`config.mk`:
```
export PLATFORM = sky130hd
export DESIGN_NAME = pfp_mul
export DESIGN_NICKNAME = d
export VERILOG_FILES = /design/src/rtl/pfp_pkg.sv /design/src/rtl/pfp_mul.sv
export SDC_FILE = /design/constraint.sdc
export NUM_CORES = 2
export LEC_CHECK = 0
export BUFFER_PORTS_ARGS = -buffer_cell sky130_fd_sc_hd__buf_4
export CORE_UTILIZATION = 55
export DETAILED_ROUTE_END_ITERATION = 8
export PLACE_DENSITY = 0.82
export SLEW_MARGIN = 20
export SYNTH_ARGS = -nofsm -noshare
export SYNTH_HDL_FRONTEND = slang
export SYNTH_SLANG_ARGS = --single-unit
```
`constraint.sdc`:
```
create_clock -name clock -period 10.6 [get_ports clock]
set_clock_uncertainty 0.1 [all_clocks]
set_input_delay 1.06 -clock clock [delete_from_list [all_inputs] [get_ports clock]]
set_output_delay 1.06 -clock clock [all_outputs]
set_load 0.02 [all_outputs]
```
`src/rtl/pfp_pkg.sv`:
```
// Shared types, constants and helpers for the polyline projection block.
package pfp_pkg;

   localparam logic signed [31:0] SAT_HI = 32'sh7FFF_FFFF;
   localparam logic signed [31:0] SAT_LO = 32'sh8000_0000;
   localparam int unsigned TOL_W = 10;

   typedef struct packed {
      logic        [33:0] len;
      logic        [31:0] st;
      logic signed [31:0] y;
      logic signed [31:0] x;
   } vtx_type;

   typedef enum logic [4:0] {
      ST_IDLE,
      ST_APP_MX,
      ST_APP_MY,
      ST_APP_SQ,
      ST_Q_RD0,
      ST_Q_LD0,
      ST_Q_RD,
      ST_Q_LD,
      ST_Q_CHK,
      ST_M_DXPX,
      ST_M_DYPY,
      ST_D_DOT,
      ST_M_DXPY,
      ST_M_DYPX,
      ST_D_CRS,
      ST_M_SQA,
      ST_M_SQB,
      ST_CMP,
      ST_NEXT,
      ST_FIN_SQ,
      ST_FIN
   } state_type;

   typedef enum logic [1:0] {
      RG_START,
      RG_END,
      RG_FOOT
   } region_type;

   function automatic logic [35:0] mag_of(input logic signed [36:0] v);
      logic signed [36:0] n;
      n = -v;
      return v[36] ? n[35:0] : v[35:0];
   endfunction

   function automatic logic [31:0] sat32(input logic signed [38:0] v);
      if (v > 39'(SAT_HI)) begin
         return SAT_HI;
      end else if (v < 39'(SAT_LO)) begin
         return SAT_LO;
      end
      return v[31:0];
   endfunction

endpackage

```
`src/rtl/pfp_mul.sv`:
```
// Two-pass 36x36 unsigned multiplier, 18 multiplier bits per pass.
module pfp_mul
   import pfp_pkg::*;
(
   input  logic        clock,
   input  logic        reset,
   input  logic        start,
   input  logic [35:0] a,
   input  logic [35:0] b,
   output logic        done,
   output logic [71:0] prod
);

   logic [35:0] a_ff, b_ff;
   logic [71:0] acc_ff;
   logic [1:0]  ph_ff;
   logic        done_ff;
   logic [53:0] pp;

   assign pp = (ph_ff == 2'd1) ? a_ff * b_ff[17:0] : a_ff * b_ff[35:18];

   always_ff @(posedge clock) begin
      if (reset) begin
         ph_ff   <= 2'd0;
         done_ff <= 1'b0;
      end else begin
         done_ff <= (ph_ff == 2'd2);
         if (start) begin
            ph_ff <= 2'd1;
         end else if (ph_ff == 2'd1) begin
            ph_ff <= 2'd2;
         end else begin
            ph_ff <= 2'd0;
         end
      end
      if (start) begin
         a_ff <= a;
         b_ff <= b;
      end
      if (ph_ff == 2'd1) begin
         acc_ff <= 72'(pp);
      end else if (ph_ff == 2'd2) begin
         acc_ff <= acc_ff + {pp, 18'b0};
      end
   end

   assign done = done_ff;
   assign prod = acc_ff;

endmodule

```
==> impl_metrics.env <==
export IMPL_cp_depth=35
export IMPL_seq_area_frac_synth=0.0863
export IMPL_worst_setup_hold_path_clk_slew_ns=0.08
export IMPL_setup_worst_path_class="register to register"
export IMPL_finalNetCount=7049
export IMPL_drt_pass1_iter_count=6
export IMPL_crit_path_start_kind="register"
export IMPL_initial_core_util=0.559
export IMPL_numPlacedInstances=6700
export IMPL_vias_per_cell=5.67
export IMPL_syn_avg_cell_area_um2=8.70
export IMPL_maximum_fanout_along_the_worst_path=26
export IMPL_wl_per_cell_um=19.8
export IMPL_chipWidth_um=300
export IMPL_cp_num_buf_inv=4
export IMPL_most_common_layout_cells="inv_1 (1,371), fa_1 (1,089), nand2_1 (1,045)"
export IMPL_holdBufCountCts=0
export IMPL_cpPeakStageDelay_ns=0.69
export IMPL_synth_seq_cells=147
export IMPL_synth_cell_type_count=71
export IMPL_timing_hold_worst_class="register to register"
export IMPL_synthesis_area_mm2=0.0487
export IMPL_drive_gt1_frac=0.0598
export IMPL_first_pass_grt_wire_length_um=212000
export IMPL_detail_route_antenna_nets=0
export IMPL_synthesized_nets=7075
export IMPL_floorplan_core_area_mm2=0.0872
export IMPL_fillerInstances=7304
export IMPL_fp_dieH_um=300
export IMPL_timing_critical_path_required_ns=10.92
export IMPL_place_congestion=0.970
export IMPL_place_worst_setup_slack_ns=0.365
export IMPL_netlist_instances=5599
export IMPL_h_tree_depth=4
export IMPL_tightestPinTransition_ns=1.23
export IMPL_critPathCaptureType="register"
export IMPL_grt_ovfl_total=0
export IMPL_clkLatencyLatePin_ns=0.53
export IMPL_worstPathArrival_ns=10.64
export IMPL_grt_setup_unrepaired="false"
export IMPL_track_usage=0.307
export IMPL_placement_rows=108
export IMPL_cts_max_path_bufs=2
export IMPL_layout_commonest_cell="inv_1"
export IMPL_r2r_start="a_ff[11]$_DFFE_PP_"
export IMPL_drt_drc_violations_left=0
export IMPL_run_status="completed"
export IMPL_cts_root_buf="clkbuf_16"
export IMPL_area_occupied_by_multi_input_gates_mm2=0.0381
export IMPL_clock_sink_count=147
export IMPL_final_cells=6743
export IMPL_maxCapViolations=0
export IMPL_setup_violations_final=0
export IMPL_pin_count=148
export IMPL_dpl_hpwl_um=109000
export IMPL_timing_max_transition_violations_final=0
export IMPL_drt_total_wl_um=134000
export IMPL_timing_slew_headroom=0.180
export IMPL_worstHoldStart="prod[69]$_SDFFE_PP0P_"
export IMPL_cts_inserted_buffers=17
export IMPL_finalCritPeriodShare=0.974
export IMPL_seqCellArea_mm2=0.00420
export IMPL_yosys_warnings=0
export IMPL_setup_slack_after_layout_ns=0.280
export IMPL_hold_viol_final=0
export IMPL_crit_slowest_cell="edfxtp_1"
export IMPL_dominantRegCellSynth="edfxtp_1"
export IMPL_r2r_worst_path_cells=35
export IMPL_timing_final_crit_period_ns=10.32
export IMPL_pin_count_of_the_biggest_net_entering_global_routing=70
export IMPL_port_buffers=147
export IMPL_grt_pass1_vias=40000
export IMPL_route_vias_total=38200
export IMPL_timing_critical_path_from="a_ff[11]$_DFFE_PP_"
export IMPL_kind_of_cell_with_the_highest_combined_delay_on_the_critical_path="compound AO/OA/AOI/OAI gates"
export IMPL_antenna_violations_before_repair=6
export IMPL_totalNegativeSetupSlack_ns=0
export IMPL_worst_hold_path_num_cells=2
export IMPL_fin_worst_hold_slack_ns=0.440
export IMPL_dr_first_iter_drc_count=3253
export IMPL_floorplan_die_area_mm2=0.0897
export IMPL_clock_tree_from_tritoncts="built"
export IMPL_critical_path_top_cell_by_count="fa_1"
export IMPL_synth_async_reset_ratio=0
export IMPL_count_of_flip_flops_with_a_built_in_enable_after_synthesis=126
export IMPL_fmax_ghz=0.0969
export IMPL_areaGrowthSynthToFinish_pct=6.23
## cell type report
cell class                      count  share of cell area
Antenna cell                        2           0.0000968
Tap cell                         1155              0.0279
Clock buffer                       21             0.00912
Timing Repair Buffer              278              0.0423
Sequential cell                   147              0.0813
Clock inverter                     11             0.00220
Inverter                         1372              0.0996
Multi-Input combinational cell   3757               0.738
## Yosys cell counts, types with 9 or more instances
| cell type | count | area (µm²) |
|---|---|---|
| a21oi_1 | 149 | 746 |
| edfxtp_1 | 126 | 3780 |
| nand2b_1 | 19 | 119 |
| and2_1 | 365 | 2280 |
| a211oi_1 | 12 | 90.1 |
| a21o_1 | 104 | 781 |
| clkbuf_1 | 312 | 1170 |
| inv_1 | 1371 | 5150 |
| nor2b_1 | 32 | 200 |
| nor3_1 | 9 | 45.0 |
| o21a_1 | 18 | 135 |
| xor2_1 | 61 | 534 |
| ha_1 | 312 | 3900 |
| o21bai_1 | 19 | 143 |
| mux2i_1 | 16 | 160 |
| o211ai_1 | 10 | 75.1 |
| a31oi_1 | 16 | 100 |
| fa_1 | 1089 | 21800 |
| nand2_1 | 1045 | 3920 |
| nand3_1 | 23 | 115 |
| xnor2_1 | 81 | 709 |
| nand4_1 | 25 | 156 |
| dfxtp_1 | 21 | 420 |
| nor2_1 | 84 | 315 |
| and3_1 | 20 | 125 |
| o21ai_0 | 143 | 716 |
## logic make-up (layout without fill, tap and decap cells)
group                    after synthesis  count (layout)  synth area share
multiplexers                          21              21           0.00445
adder cells (fa/ha/maj)             1401            1401             0.528
AO/OA/AOI/OAI                        553             553            0.0727
buffers and inverters               1695            1682             0.131
AND/OR/NAND/NOR                     1640            1640             0.152
flip-flops                           147             147            0.0863
other                                  0               2                 0
XOR/XNOR                             142             142            0.0255
## worst register-to-register path: cells and delay by family, from the launching register on
family                     cells  cell delay, ns
AOI/OAI and AO/OA             16            3.84
xor gates and xnor gates       2            0.48
adders and majority gates      8            3.74
and+or+nand+nor                5            0.74
buffers and inverters          4            0.61
DFF                            1            0.69
## layer usage
metal  global-route usage  routed length (µm)  up-vias
met4                0.202                9780        0
met3               0.0605               12600      496
met1                0.375               47700    19300
li1                     -                   -    16400
met5                    0                   0        -
met2                0.497               63600     2009
## registers in the layout (all words and copies together) (netlist names)
signal  count
a_ff       36
prod       72
ph_ff       2
b_ff       36
done        1
## through the flow
| stage | util | cell area, µm² |
|---|---|---|
| 6_report | 0.593 | 51700 |
| 5_1_grt | 0.593 | 51700 |
| 4_1_cts | 0.592 | 51600 |
| 3_5_place_dp | 0.585 | 51000 |
| 3_3_place_gp | 0.585 | 51000 |
| 2_1_floorplan | - | 48700 |
## what timing repair did
item,CTS,global route
endpoints found under the hold margin,0,0
setup endpoints to repair,0,7
setup buffers,0,9
resized for setup,0,4
## final timing paths
check | slack, ns | end
setup / recovery | 0.28 | prod[71]$_SDFFE_PP0P_
hold / removal | 0.44 | prod[69]$_SDFFE_PP0P_
setup reg to reg | 0.28 | prod[71]$_SDFFE_PP0P_
hold reg to reg | 0.44 | prod[69]$_SDFFE_PP0P_
Power is left out: the tool's default activity adds up to more than one toggle a clock period on the data nets, which glitch-free logic cannot reach.
