`src/rtl/pfp_pkg.sv`:
```
// Shared types, constants and helpers for the polyline projection block.
package pfp_pkg;

   localparam logic signed [31:0] SAT_HI = 32'sh7FFF_FFFF;
   localparam logic signed [31:0] SAT_LO = 32'sh8000_0000;
   localparam int unsigned TOL_W = 10;

   typedef struct packed {
      logic        [33:0] len;
      logic        [31:0] st;
      logic signed [31:0] y;
      logic signed [31:0] x;
   } vtx_type;

   typedef enum logic [4:0] {
      ST_IDLE,
      ST_APP_MX,
      ST_APP_MY,
      ST_APP_SQ,
      ST_Q_RD0,
      ST_Q_LD0,
      ST_Q_RD,
      ST_Q_LD,
      ST_Q_CHK,
      ST_M_DXPX,
      ST_M_DYPY,
      ST_D_DOT,
      ST_M_DXPY,
      ST_M_DYPX,
      ST_D_CRS,
      ST_M_SQA,
      ST_M_SQB,
      ST_CMP,
      ST_NEXT,
      ST_FIN_SQ,
      ST_FIN
   } state_type;

   typedef enum logic [1:0] {
      RG_START,
      RG_END,
      RG_FOOT
   } region_type;

   function automatic logic [35:0] mag_of(input logic signed [36:0] v);
      logic signed [36:0] n;
      n = -v;
      return v[36] ? n[35:0] : v[35:0];
   endfunction

   function automatic logic [31:0] sat32(input logic signed [38:0] v);
      if (v > 39'(SAT_HI)) begin
         return SAT_HI;
      end else if (v < 39'(SAT_LO)) begin
         return SAT_LO;
      end
      return v[31:0];
   endfunction

endpackage

```
`src/rtl/pfp_div.sv`:
```
// Restoring divider, one quotient bit per cycle, 36-bit quotient.
module pfp_div
   import pfp_pkg::*;
(
   input  logic        clock,
   input  logic        reset,
   input  logic        start,
   input  logic [71:0] num,
   input  logic [33:0] den,
   output logic        done,
   output logic [35:0] quot
);

   logic [36:0] rem_ff;
   logic [35:0] nlo_ff;
   logic [33:0] den_ff;
   logic [5:0]  cnt_ff;
   logic        busy_ff, done_ff;
   logic [36:0] trial;
   logic        ge;

   assign trial = {rem_ff[35:0], nlo_ff[35]};
   assign ge    = trial >= {3'b0, den_ff};

   always_ff @(posedge clock) begin
      if (reset) begin
         busy_ff <= 1'b0;
         done_ff <= 1'b0;
      end else begin
         done_ff <= busy_ff && (cnt_ff == 6'd1);
         if (start) begin
            busy_ff <= 1'b1;
         end else if (busy_ff && (cnt_ff == 6'd1)) begin
            busy_ff <= 1'b0;
         end
      end
      if (start) begin
         rem_ff <= {1'b0, num[71:36]};
         nlo_ff <= num[35:0];
         den_ff <= den;
         cnt_ff <= 6'd36;
      end else if (busy_ff) begin
         rem_ff <= ge ? trial - {3'b0, den_ff} : trial;
         nlo_ff <= {nlo_ff[34:0], ge};
         cnt_ff <= cnt_ff - 6'd1;
      end
   end

   assign done = done_ff;
   assign quot = nlo_ff;

endmodule

```
`config.mk`:
```
export PLATFORM = sky130hd
export DESIGN_NAME = pfp_div
export DESIGN_NICKNAME = d
export VERILOG_FILES = /design/src/rtl/pfp_pkg.sv /design/src/rtl/pfp_div.sv
export SDC_FILE = /design/constraint.sdc
export NUM_CORES = 1
export LEC_CHECK = 0
export BUFFER_PORTS_ARGS = -buffer_cell sky130_fd_sc_hd__clkbuf_2
export CAP_MARGIN = 5
export CELL_PAD_IN_SITES_DETAIL_PLACEMENT = 0
export CELL_PAD_IN_SITES_GLOBAL_PLACEMENT = 1
export CORE_MARGIN = 2
export CORE_UTILIZATION = 46
export CTS_BUF_LIST = sky130_fd_sc_hd__clkbuf_8 sky130_fd_sc_hd__clkbuf_16
export DETAILED_ROUTE_END_ITERATION = 12
export PLACE_DENSITY_LB_ADDON = 0.1
export REMOVE_ABC_BUFFERS = 1
export SLEW_MARGIN = 20
export SYNTH_ARGS = -nofsm -noshare
export SYNTH_HDL_FRONTEND = slang
export SYNTH_SLANG_ARGS = --single-unit
export TNS_END_PERCENT = 1
```
`constraint.sdc`:
```
create_clock -name clock -period 5 [get_ports clock]
set_input_delay 0 -clock clock [delete_from_list [all_inputs] [get_ports clock]]
set_output_delay 0 -clock clock [all_outputs]
set_load 0.01 [all_outputs]
```
==> metrics.yaml, run 1 <==
final_layout:
  syn2layout_area_growth_pct: 35.1
  stdcell_area_mm2: 0.00934
  multiInputGateArea_mm2: 0.00320
  regArea_mm2: 0.00334
  n_fill_cell: 1192
  final_layout_size_suffix_gt1_share_pct: 26.0
  n_antenna_cell: 0
  final_nets: 1038
setup_path:
  cp-startpoint: "rem_ff[7]"
  rr_startpoint: "rem_ff[7]"
  cp-end-kind: "flop"
  reg2reg_depth: 10
  cp-endpoint: "rem_ff[35]"
  crit_fanout: 30
  required_ps: 5180
  r2r_slack_ps: 1380
  critPathKind: "reg2reg"
  crit_arrival_ps: 3800
  r2r_end: "rem_ff[35]"
  worstSetupStartpointType: "flop"
clocking:
  cts_max_level: 4
  cts_tree: "done"
  cts_setup_buffers: 0
  cts_resized: 0
  clk_latency_ps: 430
  root_buffer: "clkbuf_16"
  cts.sinks: 114
  numCtsBuffers: 17
  clock_path_buffers: 2
  cts.clk_slew.worst_paths_ps: 60
timing:
  tns_ps: 0
  slew-limit-headroom_pct: 35.2
  skew_ps: 12.9
  tightestPinTransition_ps: 972
  timing.fmax_ghz: 0.276
  setup_viol: 0
  finalHoldViolCount: 0
  maxSlewViolCount: 0
  rsz0062_at_grt: "no"
  fin_crit_ps: 3620
  min_period_over_period_pct: 72.4
detailed_routing:
  postRouteAntennaNets: 0
  remaining_drc_errors: 0
  vias_per_cell: 5.39
  wire_per_inst_um: 16.4
  drt_wl_total_um: 17800
  dr.pass1.iters: 7
  num_vias: 5869
  drt-initial-drc-count: 462
power:
  p_per_area_mw_per_mm2: 423
  power.leakage_nw: 3.96
  ir_drop_mv: 0.257
min_path:
  whs_path_depth: 3
  hold_class: "in2reg"
global_route:
  grt_max_degree: 78
  grt_usage_pct: 23.0
  grt_pass1_wl_um: 29700
  grt_pass1_vias: 6173
  grt-ovfl-total: 0
  antenna_found_initial: 0
floorplan:
  initial_utilization_pct: 47.4
  die_height_um: 127
  fp.dieW_um: 127
  io_pins: 146
  num_rows: 44
  fp.dieArea_mm2: 0.0160
  core-area_mm2: 0.0146
synthesis:
  synthFlopType: "edfxtp_1"
  ys_types: 60
  synth_seq_cells: 114
  synth-edff-count: 106
  yosysWarningCount: 0
  syn_inst: 655
  synthArstFlopShare_pct: 0
  seq_area_frac_synth_pct: 48.4
  synth.avg_cell_area_um2: 10.6
  syn_area_mm2: 0.00691
place:
  hpwlAfterDp_um: 11700
  numPortBuffers: 145
  dpl_cell_area_mm2: 0.00775
  place_congestion: 0.886
run_status:
  status: "complete, no violations"
run:
  maxCapViolations: 0
report_power, final:
| part | internal (mW) | switching, mW | leakage, nW | total (mW) |
|---|---|---|---|---|
| registers | 1.25 | 0.0843 | 1.12 | 1.33 |
| logic | 0.658 | 0.842 | 2.56 | 1.50 |
| clock network | 0.658 | 0.463 | 0.282 | 1.12 |
per-layer routing:
| layer | wire [um] | up-vias | GRT usage (%) |
|---|---|---|---|
| met3 | 969 | 25 | 6.62 |
| met4 | 332 | 0 | 6.98 |
| met2 | 8630 | 174 | 39.2 |
| met1 | 7880 | 2777 | 28.4 |
| li1 | - | 2893 | - |
| met5 | 0 | - | 0 |
placed cells by master, fill, tap and decap left out, types with 12 or more instances in the layout:
| master | synthesis | layout |
|---|---|---|
| mux2_2 | 48 | 48 |
| inv_1 | 59 | 61 |
| edfxtp_1 | 106 | 106 |
| a21oi_1 | 60 | 60 |
| clkbuf_2 | 1 | 144 |
| dlygate4sd3_1 | 0 | 105 |
| nand2_1 | 42 | 42 |
| xnor2_1 | 19 | 19 |
| clkbuf_16 | 0 | 18 |
| nor3_1 | 12 | 12 |
| nor2_1 | 45 | 45 |
| ha_1 | 36 | 36 |
| o21ai_0 | 29 | 29 |
registers in the layout (all words and copies together), names as in the netlist:
register / flops
cnt_ff: 6
busy_ff: 1
den_ff: 34
quot: 36
done: 1
rem_ff: 36
worst min path at each step:
stage	slack, ps	endpoint	start
final	40	rem_ff[31]	num[67]
after global routing	70	rem_ff[31]	num[67]
after CTS	40	rem_ff[31]	num[67]
after detailed placement	180	den_ff[3]	den[3]
after global placement	180	busy_ff	reset
after floorplan	70	busy_ff	reset
layout make-up:
class                      instances  area share, %
timing repair buffer             254           19.4
clock buffer                      18           4.82
sequential                       114           35.8
inverter                          59           2.37
tap                              184           2.46
clock inverter                    14          0.951
multi-input combinational        446           34.2
critical path: stages, from the launching register on:
cell and delay, ps:
edfxtp_1 400, ha_1 420, a21oi_1 330, o211ai_1 150
a21boi_1 300, nand4b_2 270, a41oi_4 550, buf_4 430
or4_1 170, mux2i_1 70, a211o_1 260
cells in the mapped netlist, types with 4 or more instances:
master	number	area, um^2
a211oi_1	10	75.1
a21o_1	9	67.6
a21oi_1	60	300
a221o_1	5	50.1
a31oi_1	6	37.5
and3_1	5	31.3
buf_1	4	15.0
buf_2	11	55.1
clkbuf_1	20	75.1
dfxtp_1	8	160
edfxtp_1	106	3180
ha_1	36	450
inv_1	59	221
mux2_2	48	541
mux2i_1	4	40.0
nand2_1	42	158
nand2b_1	4	25.0
nand3_1	8	40.0
nand4_1	10	62.6
nor2_1	45	169
nor2b_1	9	56.3
nor3_1	12	60.1
nor3b_1	5	37.5
nor4_1	8	50.1
o21ai_0	29	145
o21bai_1	5	37.5
o31ai_1	5	37.5
xnor2_1	19	166
xor2_1	10	87.6
through the flow:
stage	instances	total power, mW	util (%)	setup slack (ps)	hold WS, ps
CTS	1089	3.96	64.0	1410	35.8
floorplan	619	2.38	-	1830	72.4
finish	1089	3.95	64.0	1380	36.8
detailed placement	952	2.76	53.1	1450	179
global route	1089	4.22	64.0	1110	74.3
global placement	952	2.74	53.1	1570	176
kinds of logic (layout without fill, tap and decap cells):
logic type	Yosys count	in the layout	synth area share, %
and+or+nand+nor	166	166	12.1
AOI/OAI and AO/OA	162	162	15.3
DFF	114	114	48.4
buffers and inverters	95	345	5.38
muxes	52	52	8.40
adders and majority gates	37	37	6.81
xor gates and xnor gates	29	29	3.67
what timing repair did:
| item | in CTS | in global routing |
|---|---|---|
| setup endpoints to repair | 0 | 0 |
| hold buffers | 105 | 0 |
| hold endpoints to repair | 106 | 0 |
Note: power is estimated with default switching activity, not from simulation.
==> inputs of run 2 (changes only) <==
--- a/config.mk
+++ b/config.mk
@@ -5,12 +5,13 @@
 export SDC_FILE = /design/constraint.sdc
 export NUM_CORES = 1
 export LEC_CHECK = 0
+export ABC_AREA = 1
 export BUFFER_PORTS_ARGS = -buffer_cell sky130_fd_sc_hd__clkbuf_2
 export CAP_MARGIN = 5
 export CELL_PAD_IN_SITES_DETAIL_PLACEMENT = 0
 export CELL_PAD_IN_SITES_GLOBAL_PLACEMENT = 1
 export CORE_MARGIN = 2
-export CORE_UTILIZATION = 46
+export CORE_UTILIZATION = 37
 export CTS_BUF_LIST = sky130_fd_sc_hd__clkbuf_8 sky130_fd_sc_hd__clkbuf_16
 export DETAILED_ROUTE_END_ITERATION = 12
 export PLACE_DENSITY_LB_ADDON = 0.1
==> constraint.sdc (replaced) <==
create_clock -name clock -period 3.16 [get_ports clock]
set_input_delay 0 -clock clock [delete_from_list [all_inputs] [get_ports clock]]
set_output_delay 0 -clock clock [all_outputs]
set_load 0.01 [all_outputs]
==> run 2 against run 1 <==
Compared with the run above: total power is 67% higher; routed wire length is 29% higher; die area is 41% higher; combinational power is 77% higher; synthesized cell count is 71% higher; utilization is 14 points lower; critical endpoint is now rem_ff[16]; highest routed layer unchanged.
==> metrics.yaml, run 2 <==
final_layout:
  final_common_cell: "nand2_1"
  final_cell_mix: "nand2_1 (532), inv_1 (180), clkbuf_2 (144), dlygate4sd3_1 (107), edfxtp_1 (106)"
  stdcell_area_mm2: 0.0106
  final_nets: 1518
  syn2layout_area_growth_pct: 33.6
  final_layout_size_suffix_gt1_share_pct: 14.6
  n_antenna_cell: 0
  n_fill_cell: 2129
detailed_routing:
  dr.pass1.iters: 4
  postRouteAntennaNets: 0
  remaining_drc_errors: 0
  wire_per_inst_um: 13.8
  wl_met3_um: 864
  routed-wl-met2_um: 10400
  num_vias: 7461
  drt_wl_total_um: 23000
  vias_per_cell: 4.49
  top_layer: "met4"
  met1_length_um: 11400
  drt-initial-drc-count: 350
timing:
  maxSlewViolCount: 0
  skew_ps: 15.9
  tightestPinTransition_ps: 931
  min_period_over_period_pct: 82.0
  setup_viol: 0
  slew-limit-headroom_pct: 37.8
  timing.fmax_ghz: 0.386
  rsz0062_at_grt: "no"
  finalHoldViolCount: 0
  setup_slack_ps: 569
  fin_crit_ps: 2590
floorplan:
  fp.dieW_um: 151
  initial_utilization_pct: 37.8
  fp.dieArea_mm2: 0.0227
  num_rows: 53
  core-area_mm2: 0.0210
  die_height_um: 151
  io_pins: 146
global_route:
  grt-ovfl-total: 0
  antenna_found_initial: 0
  grt_max_degree: 81
  grt_usage_pct: 20.8
  grt_pass1_wl_um: 36800
  grt_pass1_vias: 7378
setup_path:
  r2r_end: "rem_ff[16]"
  reg2reg_depth: 12
  rr_startpoint: "rem_ff[3]"
  cp-endpoint: "rem_ff[16]"
  worstSetupStartpointType: "flop"
  r2r_slack_ps: 570
  cp-end-kind: "flop"
  crit_fanout: 26
  critPathKind: "reg2reg"
  crit_arrival_ps: 2760
  required_ps: 3330
  cp-startpoint: "rem_ff[3]"
place:
  dpl_cell_area_mm2: 0.00898
  numPortBuffers: 145
  hpwlAfterDp_um: 16700
  dp_slack_ps: 613
  place_congestion: 0.880
clocking:
  cts.clk_slew.worst_paths_ps: 70
  cts_tree: "done"
  cts.sinks: 114
  clock_path_buffers: 2
  numCtsBuffers: 17
  root_buffer: "clkbuf_16"
  cts_setup_buffers: 0
  cts_max_level: 4
  clk_latency_ps: 430
synthesis:
  synthArstFlopShare_pct: 0
  synth-edff-count: 106
  yosys-top-cells-area: "edfxtp_1 (40%), nand2_1 (25%), inv_1 (8.5%)"
  synth.avg_cell_area_um2: 7.11
  syn_inst: 1118
  yosysTopAreaCellShare_pct: 40.1
  synthFlopType: "edfxtp_1"
  seq_area_frac_synth_pct: 42.1
  yosysWarningCount: 0
  synth_most_common_cell: "nand2_1"
  yosysTopAreaCell: "edfxtp_1"
  syn_area_mm2: 0.00795
  ys_types: 36
  synth_seq_cells: 114
  synth_commonest_cells: "nand2_1 (533), inv_1 (180), edfxtp_1 (106), nand3_1 (50), nor2_1 (48)"
power:
  p_per_area_mw_per_mm2: 620
  netSwitchingPower_mw: 2.56
  power.leakage_nw: 5.59
  switching_share_pct: 38.9
  clock_power_share_pct: 28.6
  p_int_mw: 4.02
  combPwrFrac_pct: 40.2
  ir_drop_mv: 0.290
  p_total_mw: 6.58
  pwr-share-seq_pct: 31.1
min_path:
  hold_class: "in2reg"
run:
  maxCapViolations: 0
run_status:
  status: "complete, no violations"
run 2: power groups by stage:
stage	Sequential (mW)	Clock (mW)	Combinational [mW]
2_1_floorplan	2.07	0	1.80
3_3_place_gp	2.07	0	2.56
3_5_place_dp	2.07	0	2.55
4_1_cts	2.05	1.92	2.67
5_1_grt	2.08	1.97	3.01
6_report	2.05	1.89	2.65
run 2: layout make-up:
type	count	area, um^2	share of cell area (%)
Clock inverter	15	136	1.28
Multi-Input combinational cell	799	3810	35.9
Inverter	181	679	6.40
Tap cell	275	344	3.24
Clock buffer	17	425	4.01
Sequential cell	114	3340	31.5
Timing Repair Buffer	259	1880	17.7
run 2: logic make-up (layout without fill, tap and decap cells):
group	count (synthesis)	after routing	share of synthesized area, %
AOI/OAI and AO/OA	41	41	2.79
xor gates and xnor gates	17	17	1.87
adders and majority gates	37	37	5.92
buffers and inverters	205	472	10.1
DFF	114	114	42.1
and+or+nand+nor	704	704	37.3
run 2: worst min-delay path by stage:
stage	from	endpoint	slack, ps	depth (start not counted)
finish	start	quot[5]	80	3
global route	start	quot[32]	120	3
CTS	start	quot[15]	80	3
detailed placement	reset	busy_ff	180	2
global placement	den[26]	den_ff[26]	180	1
floorplan	reset	busy_ff	70	1
run 2: repair_timing:
item	CTS	global route
resized for setup	0	0
hold buffers	107	0
endpoints found under the hold margin	108	0
run 2: metrics by stage:
stage                     util (%)  cells  hold slack (ps)  setup TNS (ps)
after global routing          50.5   1660              118               0
after floorplan                  -   1094             69.1          -25970
after detailed placement      42.7   1521              176               0
after CTS                     50.5   1660             82.4               0
after global placement        42.7   1521              177               0
final                         50.5   1660             84.0               0
run 2: layer usage:
layer / vias to the layer above / track usage [%]
met5: - / 0
met4: 0 / 5.05
met3: 18 / 3.94
met2: 138 / 34.7
met1: 3321 / 27.9
li1: 3984 / -
run 2: critical path: stages, from the launching register on:
cell and delay (ps):
edfxtp_1 400, ha_1 370, nand2_1 130, inv_1 50, nand2_1 80, nand3_1 220, nand2_1 150, nand3_2 150
nand3_4 130, buf_4 360, nand3b_1 140, nand3_1 100, nand2_1 60
