==> config.mk <==
export PLATFORM = sky130hd
export DESIGN_NAME = pfp_sqrt
export DESIGN_NICKNAME = d
export VERILOG_FILES = /design/src/rtl/pfp_pkg.sv /design/src/rtl/pfp_sqrt.sv
export SDC_FILE = /design/constraint.sdc
export NUM_CORES = 1
export LEC_CHECK = 0
export BUFFER_PORTS_ARGS = -buffer_cell sky130_fd_sc_hd__buf_2
export CAP_MARGIN = 20
export CORE_MARGIN = 2
export CORE_UTILIZATION = 50
export CTS_CLUSTER_DIAMETER = 80
export DETAILED_ROUTE_END_ITERATION = 12
export PLACE_DENSITY = 0.67
export SYNTH_ARGS = -nofsm -noshare
export SYNTH_HDL_FRONTEND = slang
export SYNTH_SLANG_ARGS = --single-unit
==> constraint.sdc <==
create_clock -name clock -period 8.4 [get_ports clock]
set_clock_uncertainty 0.05 [all_clocks]
set_input_delay 0.84 -clock clock [delete_from_list [all_inputs] [get_ports clock]]
set_output_delay 0.84 -clock clock [all_outputs]
set_load 0.01 [all_outputs]
==> src/rtl/pfp_pkg.sv <==
// Shared types, constants and helpers for the polyline projection block.
package pfp_pkg;

   localparam logic signed [31:0] SAT_HI = 32'sh7FFF_FFFF;
   localparam logic signed [31:0] SAT_LO = 32'sh8000_0000;
   localparam int unsigned TOL_W = 10;

   typedef struct packed {
      logic        [33:0] len;
      logic        [31:0] st;
      logic signed [31:0] y;
      logic signed [31:0] x;
   } vtx_type;

   typedef enum logic [4:0] {
      ST_IDLE,
      ST_APP_MX,
      ST_APP_MY,
      ST_APP_SQ,
      ST_Q_RD0,
      ST_Q_LD0,
      ST_Q_RD,
      ST_Q_LD,
      ST_Q_CHK,
      ST_M_DXPX,
      ST_M_DYPY,
      ST_D_DOT,
      ST_M_DXPY,
      ST_M_DYPX,
      ST_D_CRS,
      ST_M_SQA,
      ST_M_SQB,
      ST_CMP,
      ST_NEXT,
      ST_FIN_SQ,
      ST_FIN
   } state_type;

   typedef enum logic [1:0] {
      RG_START,
      RG_END,
      RG_FOOT
   } region_type;

   function automatic logic [35:0] mag_of(input logic signed [36:0] v);
      logic signed [36:0] n;
      n = -v;
      return v[36] ? n[35:0] : v[35:0];
   endfunction

   function automatic logic [31:0] sat32(input logic signed [38:0] v);
      if (v > 39'(SAT_HI)) begin
         return SAT_HI;
      end else if (v < 39'(SAT_LO)) begin
         return SAT_LO;
      end
      return v[31:0];
   endfunction

endpackage

==> src/rtl/pfp_sqrt.sv <==
// Digit-by-digit integer square root of a 72-bit radicand, one root bit per cycle.
module pfp_sqrt
   import pfp_pkg::*;
(
   input  logic        clock,
   input  logic        reset,
   input  logic        start,
   input  logic [71:0] rad,
   output logic        done,
   output logic [35:0] root
);

   logic [71:0] op_ff;
   logic [39:0] rem_ff;
   logic [35:0] root_ff;
   logic [5:0]  cnt_ff;
   logic        busy_ff, done_ff;
   logic [39:0] trial_rem, trial;
   logic        ge;

   assign trial_rem = {rem_ff[37:0], op_ff[71:70]};
   assign trial     = {2'b0, root_ff, 2'b01};
   assign ge        = trial_rem >= trial;

   always_ff @(posedge clock) begin
      if (reset) begin
         busy_ff <= 1'b0;
         done_ff <= 1'b0;
      end else begin
         done_ff <= busy_ff && (cnt_ff == 6'd1);
         if (start) begin
            busy_ff <= 1'b1;
         end else if (busy_ff && (cnt_ff == 6'd1)) begin
            busy_ff <= 1'b0;
         end
      end
      if (start) begin
         op_ff   <= rad;
         rem_ff  <= 40'd0;
         root_ff <= 36'd0;
         cnt_ff  <= 6'd36;
      end else if (busy_ff) begin
         rem_ff  <= ge ? trial_rem - trial : trial_rem;
         root_ff <= {root_ff[34:0], ge};
         op_ff   <= {op_ff[69:0], 2'b00};
         cnt_ff  <= cnt_ff - 6'd1;
      end
   end

   assign done = done_ff;
   assign root = root_ff;

endmodule

==> results of run 1 <==
-- registers in the layout (all words and copies together), names as in the netlist --
signal,count
rem_ff,38
busy_ff,1
done,1
root,36
cnt_ff,6
op_ff,72
-- layout by cell type (no fill, tap or decap), drive strengths merged, types with 6 or more instances in the layout --
| cell | instances |
|---|---|
| nor3 | 6 |
| edfxtp | 72 |
| a311oi | 24 |
| o21bai | 6 |
| o21a | 8 |
| nand4 | 10 |
| inv | 55 |
| a21o | 14 |
| or3 | 6 |
| mux2 | 73 |
| o211ai | 6 |
| xor2 | 14 |
| and3 | 6 |
| a32oi | 7 |
| buf | 117 |
| a21oi | 35 |
| mux2i | 37 |
| a211oi | 6 |
| dfxtp | 82 |
| nor2b | 7 |
| o21ai | 30 |
| xnor2 | 18 |
| ha | 40 |
| nor2 | 92 |
| nand3 | 11 |
| nand2 | 85 |
| a31oi | 11 |
| clkbuf | 19 |
-- worst max-delay path by stage --
stage / from / to / slack, ps / cells after the start
after floorplan: start / op_ff[0]$_SDFFCE_PN0P_ / 5160 / 4
after global placement: root[13]$_SDFFE_PP0P_ / rem_ff[29]$_SDFFE_PP0P_ / 4730 / 9
after detailed placement: root[13]$_SDFFE_PP0P_ / rem_ff[29]$_SDFFE_PP0P_ / 4600 / 9
after CTS: root[13]$_SDFFE_PP0P_ / rem_ff[29]$_SDFFE_PP0P_ / 4590 / 9
after global routing: root[14]$_SDFFE_PP0P_ / rem_ff[29]$_SDFFE_PP0P_ / 4340 / 9
final: root[13]$_SDFFE_PP0P_ / rem_ff[29]$_SDFFE_PP0P_ / 4610 / 9
-- layer usage --
layer | global-route usage [%] | up-vias
met5 | 0 | -
met4 | 8.246 | 0
met3 | 6.419 | 27
met2 | 33.11 | 191
met1 | 27.88 | 3173
li1 | - | 3300
-- where the power goes --
part	total [uW]	leakage [uW]	switching [uW]	internal, uW
Clock	740	0.000263	348	391
Combinational	1820	0.00235	1090	722
Sequential	969	0.00139	71.7	897
Total	3520	0.00401	1510	2010
-- per-stage QoR --
| step | utilization [%] | setup WS (ps) | power, uW |
|---|---|---|---|
| final | 58.84 | 4615 | 3525 |
| after global routing | 58.84 | 4344 | 3775 |
| after CTS | 58.74 | 4585 | 3524 |
| after detailed placement | 55.36 | 4597 | 2768 |
| after global placement | 55.36 | 4726 | 2764 |
| after floorplan | - | 5160 | 2394 |
-- cells by family (layout without fill, tap and decap cells) --
kind of cell    Yosys count  in the layout  synth area share [%]
compound gates          182            182                 15.22
fa+ha+maj                40             40                 5.881
buf+inv                  98            197                 4.616
simple gates            239            239                 12.29
xor+xnor                 32             32                 3.293
mux                     110            110                 14.01
flops                   154            154                 44.69
-- layout make-up --
cell class | instances | area, sq um
clock buffer | 18 | 429.2
clock inverter | 14 | 132.6
fill | 1513 | 6825
inverter | 47 | 176.4
multi-input combinational | 603 | 4325
sequential | 154 | 3807
tap | 220 | 275.3
timing repair buffer | 118 | 611.8
-- worst max-delay path, stage by stage (launching register included) --
cell and delay [ps]:
dfxtp_1 370, inv_1 60, ha_1 410, nand4_1 200, or4_1 560, o311a_1 350
a221oi_2 390, a311o_2 600, nand2_1 360, o32ai_1 350
==> summary by stage, run 1 <==
Worst setup path
The start of the worst register-to-register path is root[13]$_SDFFE_PP0P_. The type of the worst setup path is reg -> reg. The number of cells on the worst reg-to-reg path is 9. The largest driver fanout on the critical path is 29.

The critical path data arrival time is around 4100 ps. Across all register-to-register paths, the minimum setup slack is about 4600 ps. The critical register-to-register path endpoint is rem_ff[29]$_SDFFE_PP0P_. STA puts the critical path data required time at approximately 8700 ps.

The worst setup path is captured at a flip-flop. The launching element type of the critical path is a flip-flop.

Synth
After synthesis, the most frequently instantiated cells are 92 x nor2_1, 85 x nand2_1, 82 x dfxtp_1. Yosys attributes the largest share of cell area to edfxtp_1 25%, dfxtp_1 19%, mux2_2 9.4%. For this run, the leading register cell type out of synthesis is dfxtp_1.

After synthesis, the largest area contributor takes up ~25% of total cell area. The number of register bits inferred by synthesis is 154. In this run, synthesis inferred 72 flip-flops with an integrated enable. The share of flip-flops with an asynchronous set or reset after synthesis is 0%. Summing the sequential cell areas from Yosys gives ~45% of the chip area. The most frequently used cell type in the post-synthesis netlist is nor2_1.

Synthesis produced ~860 cells. The area of the mapped netlist is 8511 sq um. edfxtp_1 takes more of the synthesized area than any other cell. The post-synthesis average cell area is 9.954 sq um. Yosys printed 0 warnings. Counting distinct cell types in the post-synthesis netlist gives 63. The number of nets in the synthesized netlist is 970.

Clock network
Clock-pin slew was measured on the worst setup and hold paths at about 70 ps. Clock tree synthesis inserted a total of 17 buffers. After clock tree synthesis, the repair step resized 0 gates.

TritonCTS built the clock tree. For this design, the sink count on the clock tree is 154. For the worst-skew pair, the clock arrives at the later sink with an insertion delay of about 430 ps. The clock tree buffer depth is 2. The number of hold buffers added after CTS was 0. The H-tree generated during clock tree synthesis spans 4 levels. The post-CTS setup repair buffer count is 0. The buffer cell driving the clock tree root is clkbuf_16.

STA
The number of slew-limit violations in the final report came to 0. Hold timing on the final database bottoms out at a slack of around 450 ps. Setup violations remaining at the end of the flow were counted as 0. The number of failing hold endpoints at the final stage is 0. The worst-margin pin slew is just over 900 ps. The final setup TNS is 0 ps.

Subtracting the final worst setup slack from the clock period gives roughly 3800 ps. Setup repair after global routing left no endpoint under its margin. The maximum clock frequency is 264.2 MHz. The portion of the clock cycle consumed by the worst path in the final layout is 45.06%.

In this run the tightest slew margin relative to its limit is about 39%.

Hold path
The path with the worst hold slack has its endpoint at rem_ff[11]$_SDFFE_PP0P_. The class of the most critical hold timing path is reg -> reg. The worst hold path startpoint is rem_ff[9]$_SDFFE_PP0P_.

The worst hold path was traced through 2 stages.

Layout
The fraction of final layout cells with drive strength greater than 1 is about 24%. The antenna diode count is 0. After routing the design area is 9758 sq um. The final net count is about 1100. From synthesis to final layout, the design area changed by 14.66%. The finished layout holds between 1000 and 1500 standard cells, fillers aside.

Power and ir drop
Dividing total power by cell area gives a power density of between 300 and 400 nW/um^2. The cell leakage power is around 0.004 uW. The peak supply drop is approximately 0.00024 V.

Placement
Once placement completed, the tool counted placed cells totaling roughly 1100. The congestion estimate from routability-driven global placement came to slightly below 0.9. The placed instances occupy a cell area of about 9200 sq um. The number of I/O port buffers is around 110. Detailed placement ended at an HPWL of between 10 and 15 mm.

Drt
The ratio of routed vias to standard cells is 5.699. The first TritonRoute pass finished after 5 iterations. The initial DRC count is 451.

The wire length on met3 is about 1.3 mm. Wires add up to approximately 19 mm. The remaining number of nets flagged by the antenna check after routing is 0. The total number of vias is around 6700. The length of routed wiring on met1 is roughly 8.5 mm.

The routed length per instance is between 15 and 20 um. Signal routing reaches up to met4. The remaining routing DRC violations is 0. The wire length on met2 is between 8 and 9 mm.

Global route
The initial antenna violation count was 0. The total congestion overflow is 0. The number of global-route vias before repair is around 6300. Entering global routing, the biggest net connects 76 pins. The wire length of the first global-routing pass is approximately 31 mm. For this run, the total global-route usage over all layers was measured as 21.24%.

Die
The total number of placement rows is 47. The starting density of the core is around 51%. between 100 and 150 I/O pins were placed.

The die outline area is 18080 sq um. The die outline width is 134.5 um. The total core area is between 15000 and 20000 sq um.

From bottom edge to top edge, the die measures 134.5 um.

Run
The number of maximum-capacitance violations is 0.

Outcome
The flow ran to the end, and the final reports show no timing, DRC or antenna violations.
Power figures use the tool's default switching activity.
==> inputs of run 2 (changes only) <==
- PLACE_DENSITY: 0.67 -> 0.69
- clock period: 8.4 -> 3.4 ns (I/O delays scaled with it)
==> summary by stage, run 2 (synthesis results as in run 1) <==
Drt
The final wirelength is 18.68 mm (about the same). The number of optimization iterations in the first detailed-route pass came to 4 (was 5). The routed length per instance is 15.59 um (was 15.91 um).

The remaining number of nets flagged by the antenna check after routing is 0 (unchanged). The highest routing layer actually used is met4 (unchanged). The remaining routing DRC violations is 0 (unchanged). The wire length on met3 is 1.111 mm (was 1.348 mm). The initial DRC count is 458 (was 451). The wire length on met2 is 8.591 mm (was 8.492 mm).

The total number of vias is 6625 (was 6691). The length of routed wiring on met1 is 8.705 mm (was 8.464 mm). The ratio of routed vias to standard cells was 5.530 (was 5.699).

Placement
The number of I/O port buffers came to 111 (unchanged). The number of instances in the placed design is 1161 (was 1140). The sum of net half-perimeters after detailed placement is 13.13 mm (was 12.78 mm). The final weighted congestion of routability-driven global placement came to 0.8843 (was 0.8841).

Outcome
Status: completed (unchanged).

Worst setup path
The type of the worst setup path is reg -> reg (unchanged). The setup slack of the most critical reg-to-reg path is 210 ps (was 4610 ps). The highest-delay cell along the critical path is a311o_2 (unchanged). The critical path data arrival time was 3470 ps (was 4070 ps). The critical path data required time came to 3680 ps (was 8690 ps). The longest individual stage delay on the worst path came to 540 ps (was 600 ps). The number of cells on the worst reg-to-reg path is 10 (was 9). The largest driver fanout on the critical path is 9 (was 29). The largest delay contributor family on the critical path is compound AO/OA/AOI/OAI gates (unchanged). The critical register-to-register path endpoint is rem_ff[17]$_SDFFE_PP0P_ (was rem_ff[29]$_SDFFE_PP0P_). Critical-path cell list: inv_1, ha_1, a21o_1, a21o_1, a21oi_1, o21ai_0, a311o_2, buf_4, mux2_1, a22o_1 (was inv_1, ha_1, nand4_1, or4_1, o311a_1, a221oi_2, a311o_2, nand2_1, o32ai_1). The type of destination of the critical path is a flip-flop (unchanged). The start of the worst register-to-register path is root[31]$_SDFFE_PP0P_ (was root[13]$_SDFFE_PP0P_). The most numerous cell type found on the critical path is a21o_1.

The launching element type of the critical path is a flip-flop (unchanged). The start point of the critical path is root[31]$_SDFFE_PP0P_ (was root[13]$_SDFFE_PP0P_). The capture point of the critical path is rem_ff[17]$_SDFFE_PP0P_ (was rem_ff[29]$_SDFFE_PP0P_). The number of cells on the critical path is 10 (was 9). The buffering stage count on the worst path with inverters included came to 2 (was 1).

STA
The final critical-path required period is 3185 ps (was 3785 ps). The number of failing hold endpoints at the final stage is 0 (unchanged). The final setup TNS came to 0 ps (unchanged). The portion of the clock cycle consumed by the worst path in the final layout was 93.68% (was 45.06%). The number of slew-limit violations in the final report is 0 (unchanged).

The maximum clock frequency is 313.9 MHz (was 264.2 MHz). The worst-margin pin slew was 1061 ps (was 908.0 ps). The worst hold margin is 22.50 ps (was 447.9 ps). The number of failing setup endpoints in the final timing report is 0 (unchanged). The relative slew slack came to 29.10% (was 39.47%).

Layout
The most common cell after layout, fill and taps aside is buf_2 (unchanged). Commonest cells after routing, fill and taps aside: 110 x buf_2, 92 x nor2_1, 85 x nand2_1 (unchanged). The layout-stage area growth over the synthesis result is 17.67% (was 14.66%). The fraction of final layout cells with drive strength greater than 1 is 26.10% (was 24.00%). The number of non-filler instances in the completed layout is 1198 (was 1174). The final net count is 1079 (was 1056). The number of flip-flops under the largest register name is 72 (unchanged). The most flop-heavy register is op_ff (unchanged). The fraction of the core area covered by cells at the end of the flow was 60.39% (was 58.84%).

Hold path
The number of cells on the worst hold path is 2 (unchanged). The class of the most critical hold timing path is in -> reg (was reg -> reg).

Die
The starting density of the core is 51.32% (unchanged). The chip height was 134.5 um (unchanged). The total number of placement rows is 47 (unchanged).

The die outline width was 134.5 um (unchanged). The die outline area is 18080 sq um (unchanged). The number of I/O pins is 112 (unchanged). The total core area is 16580 sq um (unchanged).

Clock network
The CTS sink count is 154 (unchanged). The count of hold buffers inserted by post-cts repair is 0 (unchanged). The number of buffers inserted during clock tree synthesis is 17 (unchanged). The clock tree buffer depth is 2 (unchanged). The latest clock arrival within the worst-skew pair came to 430 ps (about the same). The buffer cell driving the clock tree root is clkbuf_16 (unchanged). The register clock-pin slew on the reported worst setup and hold paths is 70 ps (about the same). The count of H-tree levels built during CTS is 4 (unchanged). The CTS tree is built (unchanged).

Global route
The total congestion overflow is 0 (unchanged). The initial antenna violation count is 1 (was 0). The all-layer global routing usage is 21.31% (was 21.24%). The maximum number of pins on one net before global-route repair is 73 (was 76). The wire length of the first global-routing pass is 31.08 mm (was 30.85 mm). The number of global-route vias before repair is 6492 (was 6295).

Power and ir drop
The cell leakage power is 0.004158 uW (was 0.004009 uW). The peak supply drop is 0.0007049 V (was 0.0002361 V). The sum of internal, switching and leakage power is 9294 uW (was 3525 uW). The power density over cell area is 928.1 nW/um^2 (was 361.2 nW/um^2).

Run
The number of maximum-capacitance violations is 0 (unchanged).
run 2: how the worst min path moves through the flow:
stage                                       start                 endpoint
after global routing                        reset     busy_ff$_SDFFE_PP0P_
after CTS                                   reset     busy_ff$_SDFFE_PP0P_
after global placement    rem_ff[36]$_SDFFE_PP0P_  rem_ff[36]$_SDFFE_PP0P_
final                                       reset     busy_ff$_SDFFE_PP0P_
after floorplan                             reset     busy_ff$_SDFFE_PP0P_
after detailed placement  rem_ff[36]$_SDFFE_PP0P_  rem_ff[36]$_SDFFE_PP0P_
run 2: area by class of cell:
class	instances	area (sq um)
tap	220	275.3
sequential	154	3807
timing repair buffer	140	775.7
clock buffer	17	425.4
inverter	47	176.4
clock inverter	15	195.2
antenna	1	2.502
multi-input combinational	604	4357
fill	1463	6569
run 2: timing repair:
item | CTS | global route
endpoints found under the setup margin | 0 | 6
setup buffers | 0 | 3
gates resized for setup | 0 | 4
run 2: layer usage:
layer | vias to the layer above | GRT usage (%)
li1 | 3334 | -
met4 | 0 | 7.018
met2 | 146 | 34.55
met3 | 24 | 6.269
met5 | - | 0
met1 | 3121 | 27.46
run 2: through the flow:
step,setup WS (ps),area (sq um)
after detailed placement,255.9,9338
after global placement,291.0,9338
after floorplan,312.7,8511
after CTS,251.7,9958
after global routing,-3.753,10010
final,214.7,10010
run 2: power breakdown:
| part | internal [uW] | switching (uW) | total, uW |
|---|---|---|---|
| clock network | 1130 | 890 | 2020 |
| registers | 2220 | 167 | 2380 |
| logic | 2080 | 2810 | 4890 |
| total | 5430 | 3870 | 9290 |
==> inputs of run 3 (changes only) <==
- PLACE_DENSITY: 0.69 -> 0.67
- clock period: 3.4 -> 3.6 ns (I/O delays scaled with it)
==> summary by stage, run 3 (synthesis results as in run 1) <==
Placement
The final weighted congestion of routability-driven global placement came to 0.9126 (was 0.8843). The number of instances in the placed design was 1157 (was 1161). The number of I/O port buffers was 111 (unchanged). The sum of net half-perimeters after detailed placement is 12.88 mm (was 13.13 mm).

The worst-case setup slack after placement is 243.2 ps (was 255.9 ps).

Global route
The maximum number of pins on one net before global-route repair is 143 (was 73). The number of global-route vias before repair is 6453 (was 6492). The wire length of the first global-routing pass is 30.39 mm (was 31.08 mm). The total congestion overflow was 0 (unchanged). The initial antenna violation count is 0 (was 1). The all-layer global routing usage is 20.78% (was 21.31%).

Worst setup path
The type of destination of the critical path is a flip-flop (unchanged). The largest driver fanout on the critical path is 11 (was 9). The critical path data required time is 3870 ps (was 3680 ps). The setup slack of the most critical reg-to-reg path is 280 ps (was 210 ps).

The type of the worst setup path is reg -> reg (unchanged). The highest-delay cell along the critical path is or4_1 (was a311o_2). Critical-path cell list: inv_1, ha_1, nand4_1, or4_1, o311a_1, a221oi_2, a311o_2, buf_4, nand2_1, a32o_1 (was inv_1, ha_1, a21o_1, a21o_1, a21oi_1, o21ai_0, a311o_2, buf_4, mux2_1, a22o_1). The longest individual stage delay on the worst path is 540 ps (about the same). The launching element type of the critical path is a flip-flop (unchanged).

The critical path data arrival time came to 3590 ps (was 3470 ps).

Hold path
The class of the most critical hold timing path is in -> reg (unchanged).

Clock network
The CTS sink count is 154 (unchanged). The register clock-pin slew on the reported worst setup and hold paths is 60 ps (was 70 ps). The post-CTS setup repair buffer count is 0 (unchanged).

The number of cells upsized or downsized after cts is 0 (unchanged). The count of hold buffers inserted by post-cts repair is 0 (unchanged). The number of buffers inserted during clock tree synthesis is 17 (unchanged). The CTS tree is built (unchanged). The clock tree buffer depth came to 2 (unchanged). The count of H-tree levels built during CTS is 4 (unchanged).

The buffer cell driving the clock tree root is clkbuf_16 (unchanged). The latest clock arrival within the worst-skew pair was 430 ps (about the same).

Drt
The highest routing layer actually used is met4 (unchanged). The initial DRC count is 410 (was 458). The length of routed wiring on met1 was 8.408 mm (was 8.705 mm).

The routed length per instance is 15.42 um (was 15.59 um). The number of optimization iterations in the first detailed-route pass was 6 (was 4). The final wirelength is 18.35 mm (was 18.68 mm).

The total number of vias came to 6666 (was 6625). The remaining number of nets flagged by the antenna check after routing is 0 (unchanged). The ratio of routed vias to standard cells is 5.602 (was 5.530). The wire length on met3 was 1.357 mm (was 1.111 mm). The remaining routing DRC violations is 0 (unchanged).

The wire length on met2 was 8.311 mm (was 8.591 mm).

STA
The worst-margin pin slew is 1039 ps (was 1061 ps). The number of failing setup endpoints in the final timing report was 0 (unchanged). The final critical-path required period is 3321 ps (was 3185 ps). The number of failing hold endpoints at the final stage is 0 (unchanged). The number of slew-limit violations in the final report is 0 (unchanged). The portion of the clock cycle consumed by the worst path in the final layout came to 92.25% (was 93.68%). The final worst setup slack is 279.0 ps (was 214.7 ps). The maximum clock frequency came to 301.1 MHz (was 313.9 MHz). Setup repair after global routing left no endpoint under its margin.

The relative slew slack is 30.73% (was 29.10%). The final setup TNS is 0 ps (unchanged).

Layout
The most flop-heavy register is op_ff (unchanged). The layout-stage area growth over the synthesis result is 16.63% (was 17.67%). The fraction of final layout cells with drive strength greater than 1 is 25.36% (was 26.10%).

The register cell area after layout was 3807 sq um (unchanged). The area taken by multi-input logic gates is 4325 sq um (was 4357 sq um). The number of flip-flops under the largest register name is 72 (unchanged).

The number of non-filler instances in the completed layout is 1190 (was 1198). The final net count is 1072 (was 1079). Commonest cells after routing, fill and taps aside: 110 x buf_2, 92 x nor2_1, 85 x nand2_1 (unchanged). The fraction of the core area covered by cells at the end of the flow is 59.85% (was 60.39%). The antenna diode count is 0 (was 1). The most common cell after layout, fill and taps aside was buf_2 (unchanged). The final-layout fill cell count is 1490 (was 1463).

Outcome
Status: completed (unchanged).

Power and ir drop
The peak supply drop is 0.0008543 V (was 0.0007049 V). The power density over cell area is 856.5 nW/um^2 (was 928.1 nW/um^2). The cell leakage power was 0.004117 uW (was 0.004158 uW).

Run
The number of maximum-capacitance violations is 0 (unchanged).

Die
The total number of placement rows is 47 (unchanged). The starting density of the core is 51.32% (unchanged). The chip height is 134.5 um (unchanged).

The number of I/O pins is 112 (unchanged). The die outline area is 18080 sq um (unchanged). The total core area is 16580 sq um (unchanged).

The die outline width was 134.5 um (unchanged).
-- run 3: changes by cell type in the layout (fill, tap and decap cells not counted), moves of 2 or more --
cell,previous run,this run
ha_2,2,0
ha_1,38,40
inv_8,6,9
clkinv_4,0,2
inv_6,5,2
bufinv_16,2,0
buf_12,0,2
buf_4,30,22
-- run 3: where the power goes --
part | switching, uW | total [uW] | internal (uW)
sequential | 158 | 2250 | 2090
clock | 837 | 1770 | 935
combinational | 2580 | 4480 | 1900
-- run 3: path summary, 6_finish.rpt --
path,start,endpoint,depth (start not counted)
worst max-delay path,root[10]$_SDFFE_PP0P_,rem_ff[0]$_SDFFE_PP0P_,10
worst min-delay path,reset,busy_ff$_SDFFE_PP0P_,2
worst max register to register,root[10]$_SDFFE_PP0P_,rem_ff[0]$_SDFFE_PP0P_,10
worst min register to register,rem_ff[22]$_SDFFE_PP0P_,rem_ff[24]$_SDFFE_PP0P_,2
-- run 3: per-layer routing --
layer | track usage (%) | vias up
li1 | - | 3330
met1 | 26.99 | 3134
met2 | 32.82 | 175
met3 | 7.207 | 27
met4 | 6.374 | 0
met5 | 0 | -
-- run 3: final cells by class --
class | instances | area share (%)
Multi-Input combinational cell | 603 | 43.58
Sequential cell | 154 | 38.36
Timing Repair Buffer | 134 | 7.614
Clock buffer | 17 | 4.286
Tap cell | 220 | 2.773
Inverter | 47 | 1.777
Clock inverter | 15 | 1.614
-- run 3: critical path: cells and delay by family, from the launching register on --
kind | cells | cell delay, ps
AOI/OAI and AO/OA | 4 | 1290
and+or+nand+nor | 3 | 800
adders and majority gates | 1 | 400
DFF | 1 | 360
buffers and inverters | 2 | 300
-- run 3: per-stage QoR --
| stage | area, sq um | power (uW) | hold WS [ps] |
|---|---|---|---|
| finish | 9926 | 8501 | 41.67 |
| global route | 9926 | 9117 | 33.38 |
| CTS | 9918 | 8517 | 27.69 |
| detailed placement | 9333 | 6715 | 429.5 |
| global placement | 9333 | 6689 | 427.5 |
| floorplan | 8511 | 5587 | 382.4 |
